`src/luma_cross_dilate_erode_assert.svh`:
```
// Assertion macros for the luma cross dilate/erode block.
// Included by luma_cross_dilate_erode, which checks its own control logic; needs no package.
`ifndef LUMA_CROSS_DILATE_ERODE_ASSERT_SVH
`define LUMA_CROSS_DILATE_ERODE_ASSERT_SVH

// Same-cycle implication, disabled during reset.
`define LCDE_ASSERT_IMP(lbl, clk, rst_n, ante, cons, msg) \
  lbl: assert property (@(posedge clk) disable iff (!rst_n) (ante) |-> (cons)) \
    else $error(msg);

// Next-cycle implication, disabled during reset.
`define LCDE_ASSERT_NXT(lbl, clk, rst_n, ante, cons, msg) \
  lbl: assert property (@(posedge clk) disable iff (!rst_n) (ante) |=> (cons)) \
    else $error(msg);

`endif

```
`src/lcde_pkg.sv`:
```
// Shared types, constants and functions of the luma cross dilate/erode block.
// Used by lcde_pick and luma_cross_dilate_erode; depends on nothing.
`default_nettype none

package lcde_pkg;

  // Input item codes
  typedef enum logic {
    OP_PIXEL = 1'b0,
    OP_DRAIN = 1'b1
  } op_e;

  // Configuration register indexes
  typedef enum logic {
    CFG_ERODE_MODE = 1'b0,
    CFG_LINE_WIDTH = 1'b1
  } cfg_idx_e;

  localparam int unsigned CFG_DATA_W  = 12;
  localparam int unsigned LINE_W_BITS = 12;
  localparam logic [LINE_W_BITS-1:0] LINE_WIDTH_RESET = 12'd2048;

  localparam int unsigned PIXEL_W = 32;
  localparam int unsigned LUMA_W  = 16;

  localparam logic [LUMA_W-1:0] LUMA_R_COEF = 16'd90;
  localparam logic [LUMA_W-1:0] LUMA_G_COEF = 16'd115;
  localparam logic [LUMA_W-1:0] LUMA_B_COEF = 16'd51;

  typedef struct packed {
    op_e                op;
    logic [PIXEL_W-1:0] pixel_in;
  } in_item_t;

  typedef struct packed {
    logic [PIXEL_W-1:0] pixel_out;
    logic               frame_last;
  } out_item_t;

  // One candidate pixel with its brightness
  typedef struct packed {
    logic [PIXEL_W-1:0] word;
    logic [LUMA_W-1:0]  luma;
  } cand_t;

  // Full neighbourhood of one output pixel, in test order
  typedef struct packed {
    cand_t center;
    cand_t down;
    cand_t right;
    cand_t up;
    cand_t left;
    logic  frame_last;
  } cand_set_t;

  // Brightness 90R + 115G + 51B; the maximum 65280 fits in 16 bits
  function automatic logic [LUMA_W-1:0] luma_of(input logic [PIXEL_W-1:0] p);
    logic [LUMA_W-1:0] r;
    logic [LUMA_W-1:0] g;
    logic [LUMA_W-1:0] b;
    r = LUMA_W'(p[23:16]);
    g = LUMA_W'(p[15:8]);
    b = LUMA_W'(p[7:0]);
    return LUMA_W'(r * LUMA_R_COEF + g * LUMA_G_COEF + b * LUMA_B_COEF);
  endfunction

  // A candidate wins only when strictly better than the current choice
  function automatic logic better(input logic [LUMA_W-1:0] cand,
                                  input logic [LUMA_W-1:0] cur,
                                  input logic              erode);
    return erode ? (cand < cur) : (cand > cur);
  endfunction

endpackage

`default_nettype wire

```
`src/lcde_pick.sv`:
```
// Selection pipeline: picks the brightest or darkest of five candidates over
// two register stages, the second one being the output register. Uses lcde_pkg.
`default_nettype none

module lcde_pick (
  input  wire                   clk_i,
  input  wire                   rst_ni,
  input  wire                   erode_i,
  input  wire                   valid_i,
  output logic                  stall_o,
  input  wire lcde_pkg::cand_set_t cands_i,
  output logic                  out_valid_o,
  input  wire                   out_stall_i,
  output lcde_pkg::out_item_t   out_data_o
);

  logic                out_valid_q;
  lcde_pkg::out_item_t out_q;
  logic                out_adv;

  logic                v2_q;
  logic                s2_adv;
  lcde_pkg::cand_t     best2_d;
  lcde_pkg::cand_t     best2_q;
  lcde_pkg::cand_t     up2_q;
  lcde_pkg::cand_t     left2_q;
  logic                last2_q;
  lcde_pkg::cand_t     best3_d;

  // Stage advance: a stage moves when the one after it is empty or moving
  assign out_adv = !out_valid_q || !out_stall_i;
  assign s2_adv  = !v2_q || out_adv;
  assign stall_o = !s2_adv;

  // Test center, down, right in order
  always_comb begin
    best2_d = cands_i.center;
    if (lcde_pkg::better(cands_i.down.luma, best2_d.luma, erode_i)) begin
      best2_d = cands_i.down;
    end
    if (lcde_pkg::better(cands_i.right.luma, best2_d.luma, erode_i)) begin
      best2_d = cands_i.right;
    end
  end

  // Then up and left
  always_comb begin
    best3_d = best2_q;
    if (lcde_pkg::better(up2_q.luma, best3_d.luma, erode_i)) begin
      best3_d = up2_q;
    end
    if (lcde_pkg::better(left2_q.luma, best3_d.luma, erode_i)) begin
      best3_d = left2_q;
    end
  end

  // Stage two valid
  always_ff @(posedge clk_i or negedge rst_ni) begin
    if (!rst_ni) begin
      v2_q <= 1'b0;
    end else if (s2_adv) begin
      v2_q <= valid_i;
    end
  end

  // Stage two payload
  always_ff @(posedge clk_i) begin
    if (s2_adv && valid_i) begin
      best2_q <= best2_d;
      up2_q   <= cands_i.up;
      left2_q <= cands_i.left;
      last2_q <= cands_i.frame_last;
    end
  end

  // Output register valid
  always_ff @(posedge clk_i or negedge rst_ni) begin
    if (!rst_ni) begin
      out_valid_q <= 1'b0;
    end else if (out_adv) begin
      out_valid_q <= v2_q;
    end
  end

  // Output register payload
  always_ff @(posedge clk_i) begin
    if (out_adv && v2_q) begin
      out_q.pixel_out  <= best3_d.word;
      out_q.frame_last <= last2_q;
    end
  end

  assign out_valid_o = out_valid_q;
  assign out_data_o  = out_q;

endmodule

`default_nettype wire

```
`config.mk`:
```
export PLATFORM = sky130hd
export DESIGN_NAME = lcde_pick
export DESIGN_NICKNAME = d
export VERILOG_FILES = /design/src/luma_cross_dilate_erode_assert.svh /design/src/lcde_pkg.sv /design/src/lcde_pick.sv
export SDC_FILE = /design/constraint.sdc
export NUM_CORES = 1
export LEC_CHECK = 0
export ABC_AREA = 1
export BUFFER_PORTS_ARGS = -buffer_cell sky130_fd_sc_hd__buf_2
export CAP_MARGIN = 20
export CELL_PAD_IN_SITES_DETAIL_PLACEMENT = 1
export CELL_PAD_IN_SITES_GLOBAL_PLACEMENT = 2
export CORE_MARGIN = 2
export CORE_UTILIZATION = 31
export CTS_CLUSTER_DIAMETER = 50
export DETAILED_ROUTE_END_ITERATION = 12
export GPL_TIMING_DRIVEN = 0
export PLACE_DENSITY_LB_ADDON = 0.1
export SLEW_MARGIN = 15
export SYNTH_ARGS = -nofsm -noshare
export SYNTH_HDL_FRONTEND = slang
export SYNTH_SLANG_ARGS = --single-unit
```
`constraint.sdc`:
```
create_clock -name clk_i -period 4.57 [get_ports clk_i]
set_clock_uncertainty 0.2 [all_clocks]
set_input_delay 0.914 -clock clk_i [delete_from_list [all_inputs] [get_ports clk_i]]
set_output_delay 0.914 -clock clk_i [all_outputs]
set_load 0.05 [all_outputs]
```
# Yosys cells after proc, flatten, opt, wreduce, memory -nomap -nowiden
# Index checks and enable logic that the tools add are counted.
[totals]
memories = 0
reg_bits = 180
wordCells = 35
mem_bits_ro = 0
out_inout_bits = 35
latchBits = 0
in_bits = 246
mem_bits_rw = 0
[classes]
bitwise_logic = 0
muxes = 8
n_eq_ne = 0
n_mul = 0
shifts = 0
n_reduce_logical = 8
order_cmp = 8
addsub = 0
div = 0
[ops]
columns = ["op", "count"]
rows = [
  ["2-to-1 mux 48 bit", 4],
  ["greater-than comparator 16 bit", 4],
  ["< comparator 16 bit", 4],
  ["logical NOT 1 bit", 4],
  ["2-to-1 mux 1 bit", 4],
  ["logical AND 1 bit", 2],
  ["logical OR 1 bit", 2],
]

# Logic depth before layout (Yosys ltp)
[logic_depth]
word_depth = 6
mapped_depth = 31
ltp_nobuf = 28

# Least setup slack after synthesis
# Ideal clock, no wire load.
[synth_timing]
kind = "input-to-reg"
start = "input out_stall_i"
end = "register best2_q[0] in the netlist's numbering, enable pin"
path_stages = 5
t_required_ns = 3.872
n_path_buf = 0
setup_slack_ns = -0.325
arrival_ns = 4.197
setup_ns = 0.498
cell_sequence = "nand2_1 -> nor2_1 -> inv_1 -> nand2_1 -> inv_1"
[synth_via]
elab_chain_len = 4
[synth_lines]
columns = ["item", "line_no", "text"]
rows = [
  ["start: declaration", "lcde_pick.sv:13", "input wire out_stall_i,"],
  ["logical NOT 1 bit", "lcde_pick.sv:31", "assign out_adv = !out_valid_q || !out_stall_i;"],
  ["logical OR 1 bit", "lcde_pick.sv:31", ""],
  ["logical OR 1 bit", "lcde_pick.sv:32", "assign s2_adv = !v2_q || out_adv;"],
  ["logical AND 1 bit", "lcde_pick.sv:68", "if (s2_adv && valid_i) begin"],
  ["end signal: assignment", "lcde_pick.sv:69", "best2_q <= best2_d;"],
  ["end: declaration", "lcde_pick.sv:24", "lcde_pkg::cand_t best2_q;"],
]
# No other way between the ends.
# A chain may end at the register's enable or synchronous reset.

==> flow_summary.yaml <==
status:
  status: "complete, no violations"
pwr:
  power.density_mw_per_mm2: 418
  vdd_ir_drop_max_mv: 0.252
  p_leak_nw: 6.34
floorplanning:
  num_rows: 65
  core_area_mm2: 0.0316
  die_height_um: 183
  die_x_um: 183
  die_area_mm2: 0.0336
  pin_count: 281
  initial_core_util: 0.315
placement:
  gp_congestion: 0.775
  place_area_mm2: 0.0120
  post-place-ws_ns: -0.262
  dp_hpwl_mm: 23.3
  portBuffers: 279
  placed_cells: 1768
synthesis:
  synth_seq_area_share: 0.541
  synth-compound-area-share: 0.0290
  synth_xor_area_frac: 0
  yosysWarnings: 0
  synth_cell_types: 33
  synthSimpleGateAreaFrac: 0.251
  ys_top_cells_by_area: "edfxtp_1 54%, nand2_1 13%, ha_1 8.0%"
  synth_cells: 1082
  synth_top_family_by_area: "simple AND/OR/NAND/NOR gates"
  syn_nets: 1392
  synthMuxAreaShare: 0
  synth_seq_cells: 180
  synth_area_per_cell_um2: 9.21
  netlist_area_mm2: 0.00996
  synthAdderAreaFrac: 0.0804
  yosys.area.top_type: "edfxtp_1"
  yosysTopAreaCellShare: 0.536
clock_network:
  hold_buffers: 0
  clkLatencyLatePin_ns: 0.45
  clk_path_buf_depth: 2
  postCtsSetupBuffers: 0
  cts-root-buf: "clkbuf_16"
  clk_pin_slew_ns: 0.07
  cts-buffers-inserted: 17
  cts_sinks: 180
  cts_tree: "built"
  cts-resized-gates: 0
  h-tree-depth: 4
sta:
  fin_crit_ns: 4.22
  relSlewSlack: 0.547
  worst_slew_pin_slew_ns: 0.678
  hold_viol: 0
  fmax_mhz: 237
  slew_violations: 0
  layout_setup_ws_ns: 0.349
  hold_slack_ns: 0.0368
  finalSetupViolCount: 0
  fin_crit_sh: 0.924
global_route:
  overflow: 0
  antenna_found_initial: 9
  grt_pass1_wl_mm: 46.4
  grt_max_degree: 36
  grt_pass1_vias: 8498
  grt_usage: 0.184
layout:
  final_common_cell: "nand2_1"
  fin_nets: 1695
  fin_area_mm2: 0.0126
  instances_no_fill: 1805
  nFillCells: 3787
  area_growth_pct: 26.7
  drive_gt1_frac: 0.276
  final_cell_mix: "339 x nand2_1, 299 x buf_2, 178 x edfxtp_1"
critical_path:
  arrival_ns: 4.23
  worstSetupEndpointType: "register"
  critPathMaxStageDelay_ns: 0.39
  slowest_stage: "edfxtp_1"
  worstPathCellList: "ha_1, a21oi_1, nand2_1, a21oi_2, nand4_4, nand2_4, buf_4, a21oi_1, ha_1, a21oi_1, o21ai_0, a21oi_1, nand3_1, nand2_2, inv_2, buf_2, nand2_1, nand2_1"
  critPathLaunchType: "register"
  cp_max_fo: 10
  crit_top_cell: "a21oi_1"
  required_ns: 4.57
  path_class: "reg -> reg"
detailed_routing:
  ant_nets: 0
  firstDrtPassIters: 4
  drc_errors: 0
  routed_wl_mm: 30.5
  drt_iter0_drc: 430
  vias: 8199
  routedWlPerCell_um: 16.9
  via_per_inst: 4.54
run:
  cap_violations: 0
hold_path:
  hp-class: "in -> async"
## final cells by class
cell class	count	area, um^2	share of cell area
Antenna cell	5	12.5	0.000991
Buffer	44	314	0.0249
Clock buffer	17	425	0.0337
Clock inverter	15	176	0.0140
Inverter	180	679	0.0538
Multi-Input combinational cell	678	3620	0.286
Sequential cell	180	5400	0.427
Tap cell	402	503	0.0398
Timing Repair Buffer	284	1500	0.119
## worst max-delay path: cells and delay by family, from the launching register on
| kind | cells | cell delay (ns) |
|---|---|---|
| DFF | 1 | 0.39 |
| and+or+nand+nor | 7 | 1.16 |
| adders and majority gates | 2 | 0.61 |
| AOI/OAI and AO/OA | 6 | 1.02 |
| buffers and inverters | 3 | 0.56 |
## where the power goes
| group | internal [mW] | switching, mW |
|---|---|---|
| clock network | 0.821 | 0.700 |
| logic | 0.533 | 1.08 |
| registers | 2.09 | 0.0492 |
## layer usage
metal	vias up	GRT usage	wire [um]
li1	4135	-	-
met1	3836	0.242	14200
met2	191	0.306	14300
met3	29	0.0429	1610
met4	8	0.0493	368
met5	-	0	46
## flip-flops by register name, summed over array words and instances, names as in the netlist
register     flops
out_valid_o      1
best2_q         48
up2_q           48
out_data_o      33
v2_q             1
last2_q          1
left2_q         48
## worst paths after layout
kind	slack [ns]	startpoint	to	cells after the start
hold reg to reg	0.22	last2_q$_DFFE_PP_	out_data_o[0]$_DFFE_PP_	0
setup reg to reg	0.35	up2_q[11]$_DFFE_PP_	out_data_o[29]$_DFFE_PP_	18
setup / recovery	0.35	up2_q[11]$_DFFE_PP_	out_data_o[29]$_DFFE_PP_	18
hold / removal	0.04	rst_ni	v2_q$_DFFE_PN0N_	1
min in group clk_i	0.22	last2_q$_DFFE_PP_	out_data_o[0]$_DFFE_PP_	0
max in group asynchronous	4.04	rst_ni	out_valid_o$_DFFE_PN0P_	1
## kinds of logic after synthesis
| family | Yosys count |
|---|---|
| simple gates | 563 |
| flops | 180 |
| buf+inv | 224 |
| fa+ha+maj | 64 |
| compound gates | 51 |
## metrics by stage
stage | util | power (mW) | TNS [ns]
final | 0.399 | 5.28 | 0
after floorplan | - | 3.26 | 0
after detailed placement | 0.379 | 3.81 | -11.67
after CTS | 0.398 | 5.36 | 0
after global placement | 0.375 | 3.77 | -115.59
after global routing | 0.399 | 5.61 | -0.000915
## synth_stat cells
library cell  instances
a21oi_1              37
buf_2                23
o21a_1                1
o21ai_0               3
buf_8                 2
inv_2                 2
a21oi_2               6
nor2_1               34
inv_1               177
ha_1                 64
or2_0                 1
clkinv_1              1
nor3_1                1
a21o_1                1
o21bai_1              2
nand4_1               2
buf_1                 1
nand2_4               3
nand3_1             137
clkbuf_1              2
edfxtp_1            178
dfrtp_1               2
nand3_2               3
nand4_4               1
buf_4                 8
nand3b_1             32
nand2_1             341
buf_6                 8
nor2_2                2
and2_1                2
a31oi_1               1
nand2_2               3
nor2_4                1
No activity file was read; power rests on OpenSTA's default activity.
